## config.mk

```make
export PLATFORM = sky130hd
export DESIGN_NAME = optical_flow_risk_estimator_unit
export DESIGN_NICKNAME = d
export VERILOG_FILES = /design/src/rtl/ofre_pkg.sv /design/src/rtl/ofre_div.sv /design/src/rtl/ofre_ctrl.sv /design/src/rtl/ofre_dp.sv /design/src/rtl/optical_flow_risk_estimator_unit.sv
export SDC_FILE = /design/constraint.sdc
export NUM_CORES = 2
export LEC_CHECK = 0
export BUFFER_PORTS_ARGS = -buffer_cell sky130_fd_sc_hd__buf_4
export CAP_MARGIN = 0
export CORE_MARGIN = 5
export CORE_UTILIZATION = 50
export DETAILED_ROUTE_END_ITERATION = 10
export GPL_ROUTABILITY_DRIVEN = 0
export GPL_TIMING_DRIVEN = 0
export PLACE_DENSITY = 0.64
export SKIP_LAST_GASP = 1
export SYNTH_ARGS = -nofsm -noshare
export SYNTH_HDL_FRONTEND = slang
export SYNTH_SLANG_ARGS = --single-unit
```

## constraint.sdc

```tcl
create_clock -name clk -period 17.1 [get_ports clk]
set_input_delay 1.71 -clock clk [delete_from_list [all_inputs] [get_ports clk]]
set_output_delay 1.71 -clock clk [all_outputs]
set_load 0.005 [all_outputs]
```

## src/rtl/ofre_pkg.sv

```systemverilog
// ofre_pkg: shared types, constants and the feature-count table of the
// optical-flow risk estimator; used by every module under rtl/
package ofre_pkg;

	// number formats
	localparam logic [15:0] Q15_ONE      = 16'd32768;
	localparam logic [9:0]  FEAT_LIMIT   = 10'd20;
	localparam logic [31:0] VAR_LIMIT    = 32'd1000000;
	localparam logic [15:0] COV_LOW_MAX  = 16'd3276;
	localparam logic [15:0] RECIP5       = 16'd52429;   // 2^18 / 5, rounded up
	localparam logic [17:0] FLOW_BIAS    = 18'd512;     // 2.0 in Q8.8

	// turn direction codes
	localparam logic signed [1:0] DIR_NONE  = 2'sb00;
	localparam logic signed [1:0] DIR_RIGHT = 2'sb01;
	localparam logic signed [1:0] DIR_LEFT  = 2'sb11;

	// configuration register indexes
	localparam logic [1:0] CFG_CENTRE_WEIGHT    = 2'd0;
	localparam logic [1:0] CFG_RISK_THRESHOLD   = 2'd1;
	localparam logic [1:0] CFG_SMOOTHING_FACTOR = 2'd2;
	localparam logic [1:0] CFG_URGENCY_SCALE    = 2'd3;

	// operation codes
	localparam logic OP_ESTIMATE = 1'b0;
	localparam logic OP_PRESET   = 1'b1;

	// serial divider geometry
	localparam int DIV_NUM_W = 40;
	localparam int DIV_DEN_W = 18;
	localparam int DIV_QUO_W = 16;
	localparam int DIV_CNT_W = 4;

	// divider operand select
	typedef enum logic {
		DIV_SEL_RISK = 1'b0,
		DIV_SEL_CERT = 1'b1
	} div_sel_t;

	typedef enum logic [9:0] {
		ST_IDLE    = 10'b00_0000_0001,
		ST_MULT    = 10'b00_0000_0010,
		ST_DIVR_GO = 10'b00_0000_0100,
		ST_DIVR    = 10'b00_0000_1000,
		ST_DIVC_GO = 10'b00_0001_0000,
		ST_DIVC    = 10'b00_0010_0000,
		ST_SMOOTH  = 10'b00_0100_0000,
		ST_SUM     = 10'b00_1000_0000,
		ST_SCALE   = 10'b01_0000_0000,
		ST_FIN     = 10'b10_0000_0000
	} state_t;

	typedef struct packed {
		logic     load;
		logic     preset;
		logic     mult;
		logic     div_start;
		div_sel_t div_sel;
		logic     take_risk;
		logic     take_cert;
		logic     smooth;
		logic     sum;
		logic     scale;
		logic     commit;
	} dp_cmd_t;

	typedef struct packed {
		logic div_done;
	} dp_status_t;

	// floor(32768 * (60 + 7*f) / 200) for f = 0..19
	function automatic logic [15:0] feat_factor(input logic [4:0] f);
		logic [15:0] r;
		unique case (f)
			5'd0:    r = 16'd9830;
			5'd1:    r = 16'd10977;
			5'd2:    r = 16'd12124;
			5'd3:    r = 16'd13271;
			5'd4:    r = 16'd14417;
			5'd5:    r = 16'd15564;
			5'd6:    r = 16'd16711;
			5'd7:    r = 16'd17858;
			5'd8:    r = 16'd19005;
			5'd9:    r = 16'd20152;
			5'd10:   r = 16'd21299;
			5'd11:   r = 16'd22446;
			5'd12:   r = 16'd23592;
			5'd13:   r = 16'd24739;
			5'd14:   r = 16'd25886;
			5'd15:   r = 16'd27033;
			5'd16:   r = 16'd28180;
			5'd17:   r = 16'd29327;
			5'd18:   r = 16'd30474;
			5'd19:   r = 16'd31621;
			default: r = Q15_ONE;
		endcase
		return r;
	endfunction

endpackage

```

## src/rtl/ofre_div.sv

```systemverilog
// ofre_div: serial restoring divider, one quotient bit per cycle
// depends on ofre_pkg for its operand widths
module ofre_div
	import ofre_pkg::*;
(
	input  logic                 clk,
	input  logic                 arst_n,
	input  logic                 start,
	input  logic [DIV_NUM_W-1:0] dividend,
	input  logic [DIV_DEN_W-1:0] divisor,
	output logic                 done,
	output logic [DIV_QUO_W-1:0] quotient
);

	logic                 busy_q;
	logic                 done_q;
	logic                 ovf_q;
	logic [DIV_CNT_W-1:0] cnt_q;
	logic [DIV_DEN_W-1:0] den_q;
	logic [DIV_DEN_W-1:0] rem_q;
	logic [DIV_QUO_W-1:0] low_q;
	logic [DIV_QUO_W-1:0] quot_q;

	logic [DIV_DEN_W:0]   trial;
	logic [DIV_DEN_W:0]   trial_sub;
	logic                 trial_ge;
	logic                 start_ovf;

	// quotient would not fit its width
	assign start_ovf = dividend[DIV_NUM_W-1:DIV_QUO_W] >=
		{{(DIV_NUM_W-DIV_QUO_W-DIV_DEN_W){1'b0}}, divisor};

	assign trial     = {rem_q, low_q[DIV_QUO_W-1]};
	assign trial_ge  = trial >= {1'b0, den_q};
	assign trial_sub = trial - {1'b0, den_q};

	always_ff @(posedge clk or negedge arst_n) begin
		if (!arst_n) begin
			busy_q <= 1'b0;
			done_q <= 1'b0;
			cnt_q  <= '0;
		end else begin
			done_q <= 1'b0;
			if (start) begin
				busy_q <= 1'b1;
				cnt_q  <= DIV_CNT_W'(DIV_QUO_W - 1);
			end else if (busy_q) begin
				cnt_q <= cnt_q - 1'b1;
				if (cnt_q == '0) begin
					busy_q <= 1'b0;
					done_q <= 1'b1;
				end
			end
		end
	end

	always_ff @(posedge clk) begin
		if (start) begin
			ovf_q  <= start_ovf;
			den_q  <= divisor;
			rem_q  <= dividend[DIV_QUO_W+DIV_DEN_W-1:DIV_QUO_W];
			low_q  <= dividend[DIV_QUO_W-1:0];
			quot_q <= '0;
		end else if (busy_q) begin
			rem_q  <= trial_ge ? trial_sub[DIV_DEN_W-1:0] : trial[DIV_DEN_W-1:0];
			low_q  <= {low_q[DIV_QUO_W-2:0], 1'b0};
			quot_q <= {quot_q[DIV_QUO_W-2:0], trial_ge};
		end
	end

	assign done     = done_q;
	assign quotient = ovf_q ? '1 : quot_q;

endmodule

```

## src/rtl/ofre_ctrl.sv

```systemverilog
// ofre_ctrl: sequencing state machine and output valid flag
// depends on ofre_pkg for state, command and status types
module ofre_ctrl
	import ofre_pkg::*;
(
	input  logic       clk,
	input  logic       arst_n,
	input  logic       in_valid,
	output logic       in_ready,
	input  logic       operation,
	input  logic       flow_invalid,
	output logic       out_valid,
	input  logic       out_ready,
	output dp_cmd_t    cmd,
	input  dp_status_t status
);

	state_t state_q, state_d;
	logic   out_valid_q;
	logic   slot_free;

	assign slot_free = !out_valid_q || out_ready;
	assign in_ready  = (state_q == ST_IDLE);

	always_comb begin
		state_d = state_q;
		cmd     = '0;
		unique case (state_q)
			ST_IDLE: begin
				if (in_valid) begin
					if (operation == OP_PRESET) begin
						cmd.preset = 1'b1;
					end else begin
						cmd.load = 1'b1;
						state_d  = flow_invalid ? ST_FIN : ST_MULT;
					end
				end
			end
			ST_MULT: begin
				cmd.mult = 1'b1;
				state_d  = ST_DIVR_GO;
			end
			ST_DIVR_GO: begin
				cmd.div_start = 1'b1;
				cmd.div_sel   = DIV_SEL_RISK;
				state_d       = ST_DIVR;
			end
			ST_DIVR: begin
				if (status.div_done) begin
					cmd.take_risk = 1'b1;
					state_d       = ST_DIVC_GO;
				end
			end
			ST_DIVC_GO: begin
				cmd.div_start = 1'b1;
				cmd.div_sel   = DIV_SEL_CERT;
				state_d       = ST_DIVC;
			end
			ST_DIVC: begin
				if (status.div_done) begin
					cmd.take_cert = 1'b1;
					state_d       = ST_SMOOTH;
				end
			end
			ST_SMOOTH: begin
				cmd.smooth = 1'b1;
				state_d    = ST_SUM;
			end
			ST_SUM: begin
				cmd.sum = 1'b1;
				state_d = ST_SCALE;
			end
			ST_SCALE: begin
				cmd.scale = 1'b1;
				state_d   = ST_FIN;
			end
			ST_FIN: begin
				if (slot_free) begin
					cmd.commit = 1'b1;
					state_d    = ST_IDLE;
				end
			end
			default: state_d = ST_IDLE;
		endcase
	end

	always_ff @(posedge clk or negedge arst_n) begin
		if (!arst_n) begin
			state_q     <= ST_IDLE;
			out_valid_q <= 1'b0;
		end else begin
			state_q <= state_d;
			if (cmd.commit) begin
				out_valid_q <= 1'b1;
			end else if (out_ready) begin
				out_valid_q <= 1'b0;
			end
		end
	end

	assign out_valid = out_valid_q;

endmodule

```

## src/rtl/ofre_dp.sv

```systemverilog
// ofre_dp: configuration registers, previous-risk state, arithmetic and
// output registers; depends on ofre_pkg and ofre_div
module ofre_dp
	import ofre_pkg::*;
(
	input  logic               clk,
	input  logic               arst_n,
	input  dp_cmd_t            cmd,
	output dp_status_t         status,
	input  logic               cfg_we,
	input  logic [1:0]         cfg_index,
	input  logic [15:0]        cfg_data,
	input  logic [15:0]        preset_risk,
	input  logic [15:0]        flow_left,
	input  logic [15:0]        flow_centre,
	input  logic [15:0]        flow_right,
	input  logic               skip_forward,
	input  logic signed [10:0] tracked_features,
	input  logic signed [32:0] variance,
	input  logic signed [16:0] coverage,
	input  logic               flow_invalid,
	input  logic               rotating,
	output logic [15:0]        collision_risk,
	output logic               forward_clear,
	output logic signed [1:0]  turn_direction,
	output logic [15:0]        turn_certainty,
	output logic [15:0]        urgency,
	output logic [15:0]        confidence
);

	// configuration and state
	logic [15:0] cw_q, thr_q, sf_q, us_q;
	logic [15:0] last_risk_q;

	// latched request
	logic [15:0]        l_q, c_q, r_q;
	logic               skip_q, inval_q, rot_q;
	logic signed [10:0] feat_q;
	logic signed [32:0] var_q;
	logic signed [16:0] cov_q;

	// working registers
	logic [16:0] sum_q;
	logic [15:0] diff_q;
	logic signed [1:0] dir_q;
	logic [31:0] cw_prod_q;
	logic [15:0] risk_q, cert_q;
	logic [31:0] p_new_q, p_old_q;
	logic [15:0] growth_q;
	logic [16:0] sg_q;
	logic [32:0] p_urg_q;
	logic [15:0] conf_plain_q;
	logic [33:0] conf_rot_q;

	// output registers
	logic [15:0]       risk_o_q, cert_o_q, urg_o_q, conf_o_q;
	logic              clear_o_q;
	logic signed [1:0] dir_o_q;

	logic [DIV_NUM_W-1:0] div_num;
	logic [DIV_DEN_W-1:0] div_den;
	logic [DIV_QUO_W-1:0] div_quo;
	logic                 div_done;
	logic [15:0]          quo_sat;

	logic [15:0] a_eff;
	logic [15:0] a_rem;
	logic [31:0] smooth_sum;
	logic [15:0] c_feat, c_var, c_cov;
	logic        feat_low, var_high, cov_low;
	logic [17:0] conf_x4;
	logic [15:0] urg_sat;

	// shared divider: risk then certainty
	always_comb begin
		unique case (cmd.div_sel)
			DIV_SEL_RISK: begin
				div_num = {cw_prod_q, 8'd0};
				div_den = FLOW_BIAS + {1'b0, sum_q};
			end
			DIV_SEL_CERT: begin
				div_num = {9'd0, diff_q, 15'd0};
				div_den = {1'b0, sum_q};
			end
			default: begin
				div_num = '0;
				div_den = '0;
			end
		endcase
	end

	ofre_div u_div (
		.clk      (clk),
		.arst_n   (arst_n),
		.start    (cmd.div_start),
		.dividend (div_num),
		.divisor  (div_den),
		.done     (div_done),
		.quotient (div_quo)
	);

	assign status.div_done = div_done;
	assign quo_sat = (div_quo > Q15_ONE) ? Q15_ONE : div_quo;

	// smoothing weights, clamped to one
	assign a_eff      = (sf_q > Q15_ONE) ? Q15_ONE : sf_q;
	assign a_rem      = Q15_ONE - a_eff;
	assign smooth_sum = p_new_q + p_old_q;

	// confidence penalties
	assign feat_low = !feat_q[10] && (feat_q[9:0] < FEAT_LIMIT);
	assign var_high = !var_q[32] && (var_q[31:0] > VAR_LIMIT);
	assign cov_low  = !cov_q[16] && (cov_q[15:0] <= COV_LOW_MAX);
	assign c_feat   = feat_low ? feat_factor(feat_q[4:0]) : Q15_ONE;
	assign c_var    = var_high ? {1'b0, c_feat[15:1]} : c_feat;
	assign c_cov    = cov_low ? {1'b0, c_var[15:1]} : c_var;
	assign conf_x4  = {c_cov, 2'b00};

	assign urg_sat = (p_urg_q[32:8] > {9'd0, Q15_ONE}) ? Q15_ONE : p_urg_q[23:8];

	always_ff @(posedge clk or negedge arst_n) begin
		if (!arst_n) begin
			cw_q        <= 16'd256;
			thr_q       <= 16'd16384;
			sf_q        <= 16'd16384;
			us_q        <= 16'd256;
			last_risk_q <= '0;
		end else begin
			if (cfg_we) begin
				unique case (cfg_index)
					CFG_CENTRE_WEIGHT:    cw_q  <= cfg_data;
					CFG_RISK_THRESHOLD:   thr_q <= cfg_data;
					CFG_SMOOTHING_FACTOR: sf_q  <= cfg_data;
					CFG_URGENCY_SCALE:    us_q  <= cfg_data;
					default: ;
				endcase
			end
			if (cmd.preset) begin
				last_risk_q <= (preset_risk > Q15_ONE) ? Q15_ONE : preset_risk;
			end else if (cmd.commit && !inval_q) begin
				last_risk_q <= risk_q;
			end
		end
	end

	always_ff @(posedge clk) begin
		if (cmd.load) begin
			l_q     <= flow_left;
			c_q     <= flow_centre;
			r_q     <= flow_right;
			skip_q  <= skip_forward;
			inval_q <= flow_invalid;
			rot_q   <= rotating;
			feat_q  <= tracked_features;
			var_q   <= variance;
			cov_q   <= coverage;
		end
		if (cmd.mult) begin
			cw_prod_q <= c_q * cw_q;
			sum_q     <= {1'b0, l_q} + {1'b0, r_q};
			diff_q    <= (l_q > r_q) ? (l_q - r_q) : (r_q - l_q);
			if (l_q < r_q) begin
				dir_q <= DIR_LEFT;
			end else if (r_q < l_q) begin
				dir_q <= DIR_RIGHT;
			end else begin
				dir_q <= DIR_NONE;
			end
		end
		if (cmd.take_risk) begin
			risk_q <= skip_q ? '0 : quo_sat;
		end
		if (cmd.take_cert) begin
			cert_q <= (sum_q == '0) ? '0 : quo_sat;
		end
		if (cmd.smooth) begin
			p_new_q      <= a_eff * risk_q;
			p_old_q      <= a_rem * last_risk_q;
			growth_q     <= (risk_q > last_risk_q) ? (risk_q - last_risk_q) : '0;
			conf_plain_q <= c_cov;
			conf_rot_q   <= conf_x4 * RECIP5;
		end
		if (cmd.sum) begin
			sg_q <= smooth_sum[31:15] + {1'b0, growth_q};
		end
		if (cmd.scale) begin
			p_urg_q <= sg_q * us_q;
		end
		if (cmd.commit) begin
			if (inval_q) begin
				risk_o_q  <= '0;
				clear_o_q <= 1'b1;
				dir_o_q   <= DIR_NONE;
				cert_o_q  <= '0;
				urg_o_q   <= '0;
				conf_o_q  <= '0;
			end else begin
				risk_o_q  <= risk_q;
				clear_o_q <= risk_q < thr_q;
				dir_o_q   <= dir_q;
				cert_o_q  <= cert_q;
				urg_o_q   <= urg_sat;
				conf_o_q  <= rot_q ? conf_rot_q[33:18] : conf_plain_q;
			end
		end
	end

	assign collision_risk = risk_o_q;
	assign forward_clear  = clear_o_q;
	assign turn_direction = dir_o_q;
	assign turn_certainty = cert_o_q;
	assign urgency        = urg_o_q;
	assign confidence     = conf_o_q;

endmodule

```

## src/rtl/optical_flow_risk_estimator_unit.sv

```systemverilog
// optical_flow_risk_estimator_unit: top level of the optical-flow risk estimator
// depends on ofre_pkg, ofre_ctrl, ofre_dp (and ofre_div inside the datapath)
// a frame request runs the multiply, two passes of the 16-step serial divider (risk, then
// certainty), smoothing, sum and scale; a failed-flow request goes straight to its result;
// a preset request gives no result; a new request is taken only when the last is done
// reset: arst_n clears sequencer, output valid, previous risk; sets config defaults
module optical_flow_risk_estimator_unit
	import ofre_pkg::*;
(
	input  logic               clk,
	input  logic               arst_n,
	// configuration write port
	input  logic               cfg_we,
	input  logic [1:0]         cfg_index,
	input  logic [15:0]        cfg_data,
	// request channel
	input  logic               in_valid,
	output logic               in_ready,
	input  logic               operation,
	input  logic [15:0]        preset_risk,
	input  logic [15:0]        flow_left,
	input  logic [15:0]        flow_centre,
	input  logic [15:0]        flow_right,
	input  logic               skip_forward,
	input  logic signed [10:0] tracked_features,
	input  logic signed [32:0] variance,
	input  logic signed [16:0] coverage,
	input  logic               flow_invalid,
	input  logic               rotating,
	// result channel
	output logic               out_valid,
	input  logic               out_ready,
	output logic [15:0]        collision_risk,
	output logic               forward_clear,
	output logic signed [1:0]  turn_direction,
	output logic [15:0]        turn_certainty,
	output logic [15:0]        urgency,
	output logic [15:0]        confidence
);

	// command and status between the sequencer and the datapath
	dp_cmd_t    cmd;
	dp_status_t status;

	// sequencer: takes a request only when idle, holds the output valid,
	// and waits in its final state until the output register is free
	ofre_ctrl u_ctrl (
		.clk          (clk),
		.arst_n       (arst_n),
		.in_valid     (in_valid),
		.in_ready     (in_ready),
		.operation    (operation),
		.flow_invalid (flow_invalid),
		.out_valid    (out_valid),
		.out_ready    (out_ready),
		.cmd          (cmd),
		.status       (status)
	);

	// datapath: gain multiply, shared divider for risk and turn certainty,
	// smoothing and urgency multiplies, confidence penalties, output register
	ofre_dp u_dp (
		.clk              (clk),
		.arst_n           (arst_n),
		.cmd              (cmd),
		.status           (status),
		.cfg_we           (cfg_we),
		.cfg_index        (cfg_index),
		.cfg_data         (cfg_data),
		.preset_risk      (preset_risk),
		.flow_left        (flow_left),
		.flow_centre      (flow_centre),
		.flow_right       (flow_right),
		.skip_forward     (skip_forward),
		.tracked_features (tracked_features),
		.variance         (variance),
		.coverage         (coverage),
		.flow_invalid     (flow_invalid),
		.rotating         (rotating),
		.collision_risk   (collision_risk),
		.forward_clear    (forward_clear),
		.turn_direction   (turn_direction),
		.turn_certainty   (turn_certainty),
		.urgency          (urgency),
		.confidence       (confidence)
	);

endmodule
```

==> results by group <==
Hold path
  • Hold Crit Start: u_dp.sum_q[5]
  • Worst Hold Class: reg -> reg
  • Hold path depth: 0
  • Hold EP: u_dp.u_div.den_q[5]

Worst setup path
  • Crit end category: flip-flop
  • Crit path launch type: flip-flop
  • R2r setup slk: 5710 ps
  • Arrival time at the worst endpoint: 11830 ps
  • R2r endpoint: u_dp.p_old_q[30]
  • CP max stage cell: clkbuf_1
  • Max incr delay on CP: 730 ps
  • R2R cell count: 31
  • CP max FO: 10
  • Setup CP Type: reg -> reg
  • Worst EP required: 17540 ps
  • Worst r2r src: u_dp.sf_q[15]
  • CP dominant cell by count: fa_1

Global route
  • Pin count of the biggest net entering global routing: 98
  • GR Util met3: 5.689%
  • First-pass GRT wire length: 277800 um
  • Tot GR Track Use: 25.41%
  • Vias in the first global route: 48829
  • Initial antenna violation count: 9
  • Gr ovfl total: 0
  • Met2 Track Usage GR: 40.49%
  • GR peak layer: met2
  • Met1 usage: 34.55%

Clock tree
  • CTS tree: done
  • Postcts setup bufs: 0
  • TritonCTS buffer count: 73
  • Worst skew pair latency: 710 ps
  • TritonCTS Sinks: 605
  • Post-CTS sizing: 0
  • Max Buffers Root-to-Sink: 3
  • Hold_buf cts: 0
  • H-tree levels: 3
  • CTS root buf: clkbuf_16
  • Worst-path clk slew: 60 ps

Layout
  • Synth-to-Final Area Change: 10.21%
  • Commonest non-fill, non-tap cell in the layout: inv_1
  • Fillers: 11718
  • Register area: 17370 um^2
  • Share of layout cells above drive strength 1: 7.005%
  • Most frequent cells in the layout: inv_1 (1257), fa_1 (874), nand2_1 (819)
  • Footprint of the multi-input gates: 43420 um^2
  • Layout Nets: 8680

STA
  • Max Freq: 0.08778 GHz
  • Final Skew: 62.08 ps
  • Slew Limit Fails: 0
  • # setup viols final: 0
  • Setup TNS: 0 ps
  • Worst slew margin: 11.03%
  • Fin crit share: 66.62%
  • RSZ-0062 raised after global routing: false
  • Final min period: 11390 ps
  • Worst-margin pin slew: 1332 ps
  • Final Hold Fails: 0

Synthesis
  • Number of library cell types mapped by synthesis: 94
  • Syn nets: 8364
  • EDFF count, synth: 476
  • Synth Warn #: 0
  • Synthesized area: 66400 um^2
  • FFs w/ async S/R, synth: 16.03%
  • Synth Instances: 6623
  • Sequential share of the synthesized area: 26.16%
  • Post-synthesis average cell area: 10.03 um^2
  • Synth Register Bits: 605
  • Synth Flop Type: edfxtp_1

Route
  • 1st-pass router iterations: 9
  • Vias after detailed routing: 47194
  • DRT antenna net count: 0
  • Via density per instance: 5.391
  • Routed wire length: 176500 um
  • Initial DRC count: 3427
  • DRC Markers: 0
  • Routed length per instance: 20.16 um

Floorplan
  • Starting Density: 50.38%
  • Chip Width: 374.4 um
  • Standard-cell rows: 133
  • Die ar.: 140200 um^2
  • Die height: 374.4 um
  • # IOs: 221
  • CORE AREA: 131800 um^2

Placed design
  • Port Buffers: 219
  • Post-detail-place hpwl: 142300 um

Outcome
  • Status: completed

Flow run
  • Max-Cap Viols: 0
[flip-flops by register name, indices dropped and copies added, names as in the netlist, 18 cells and up, named ones only]
| name | flops |
|---|---|
| u_dp.var_q | 33 |
| u_dp.cw_prod_q | 32 |
| u_dp.p_new_q | 32 |
| u_dp.p_old_q | 32 |
| u_dp.p_urg_q | 25 |
| u_dp.u_div.den_q | 18 |
| u_dp.u_div.rem_q | 18 |
[critical path: cells and delay by family (launching register included)]
kind / cells / cell delay [ps]
adder cells (fa/ha/maj): 8 / 3760
flip-flops: 1 / 450
AND/OR/NAND/NOR: 7 / 1480
XOR/XNOR: 2 / 1010
buffers and inverters: 6 / 2280
AO/OA/AOI/OAI: 8 / 2130
[layer usage]
metal	wire length (um)	vias up
li1	-	21730
met1	74660	23488
met2	80140	1624
met3	14850	348
met4	6814	4
met5	28	-
[logic make-up (layout without fill, tap and decap cells)]
logic type	count (synthesis)	in the layout	synth area share (%)
simple gates	1879	1879	13.52
fa+ha+maj	1589	1589	39.82
buf+inv	1502	1874	8.517
compound gates	674	674	6.653
flops	605	605	26.16
xor+xnor	240	240	3.166
mux	134	134	2.165
other cells	0	4	0
[stage by stage]
stage               cells  setup WS (ps)  hold WS, ps  area (um^2)  utilization, %
finish               8754           5708        484.1        73180           55.53
global route         8750           5295        508.9        73170           55.52
floorplan            6623           7270        450.3        66400               -
detailed placement   8618           5975        476.2        70590           53.56
CTS                  8749           5894        487.9        73140           55.49
global placement     8597           3148        473.1        70240           53.30
[final cells by class]
class,count,area share [%]
inverters,1263,6.482
clock buffers,94,2.763
clock inverters,37,0.7164
flip-flops and latches,605,23.73
well taps,1755,3.001
multi-input cells,4516,59.33
repair buffers,241,2.708
plain buffers,239,1.252
diodes,4,0.01368
[cell usage after synthesis (28+ instances only)]
master | instances | area, um^2
a21o_1 | 96 | 720.7
a21oi_1 | 223 | 1116
and2_1 | 386 | 2415
clkbuf_1 | 215 | 807.0
dfrtp_1 | 92 | 2302
dfxtp_1 | 32 | 640.6
edfxtp_1 | 476 | 14290
fa_1 | 874 | 17500
ha_1 | 715 | 8946
inv_1 | 1258 | 4722
mux2_2 | 70 | 788.3
mux2i_1 | 61 | 610.6
nand2_1 | 819 | 3074
nand2b_1 | 28 | 175.2
nand3_1 | 34 | 170.2
nand4_1 | 29 | 181.4
nor2_1 | 298 | 1119
nor2b_1 | 89 | 556.8
nor3_1 | 71 | 355.3
o21a_1 | 32 | 240.2
o21ai_0 | 90 | 450.4
o21bai_1 | 37 | 277.8
xnor2_1 | 154 | 1349
xor2_1 | 86 | 753.2
[worst max-delay path by stage]
stage                 startpoint              endpoint  slack [ps]  cells after the start
2_1_floorplan  u_ctrl.state_q[7]  u_dp.conf_plain_q[0]        7270                      3
3_5_place_dp       u_dp.sf_q[15]      u_dp.p_old_q[27]        5970                     31
4_1_cts            u_dp.sf_q[15]      u_dp.p_old_q[30]        5890                     31
6_report           u_dp.sf_q[15]      u_dp.p_old_q[30]        5710                     31
5_1_grt            u_dp.sf_q[15]      u_dp.p_old_q[30]        5300                     31
3_3_place_gp   u_ctrl.state_q[7]   u_dp.conf_rot_q[30]        3150                      3
Power is not shown: default switching activity piles up to over one toggle a cycle in this logic, so the estimate is an artifact.
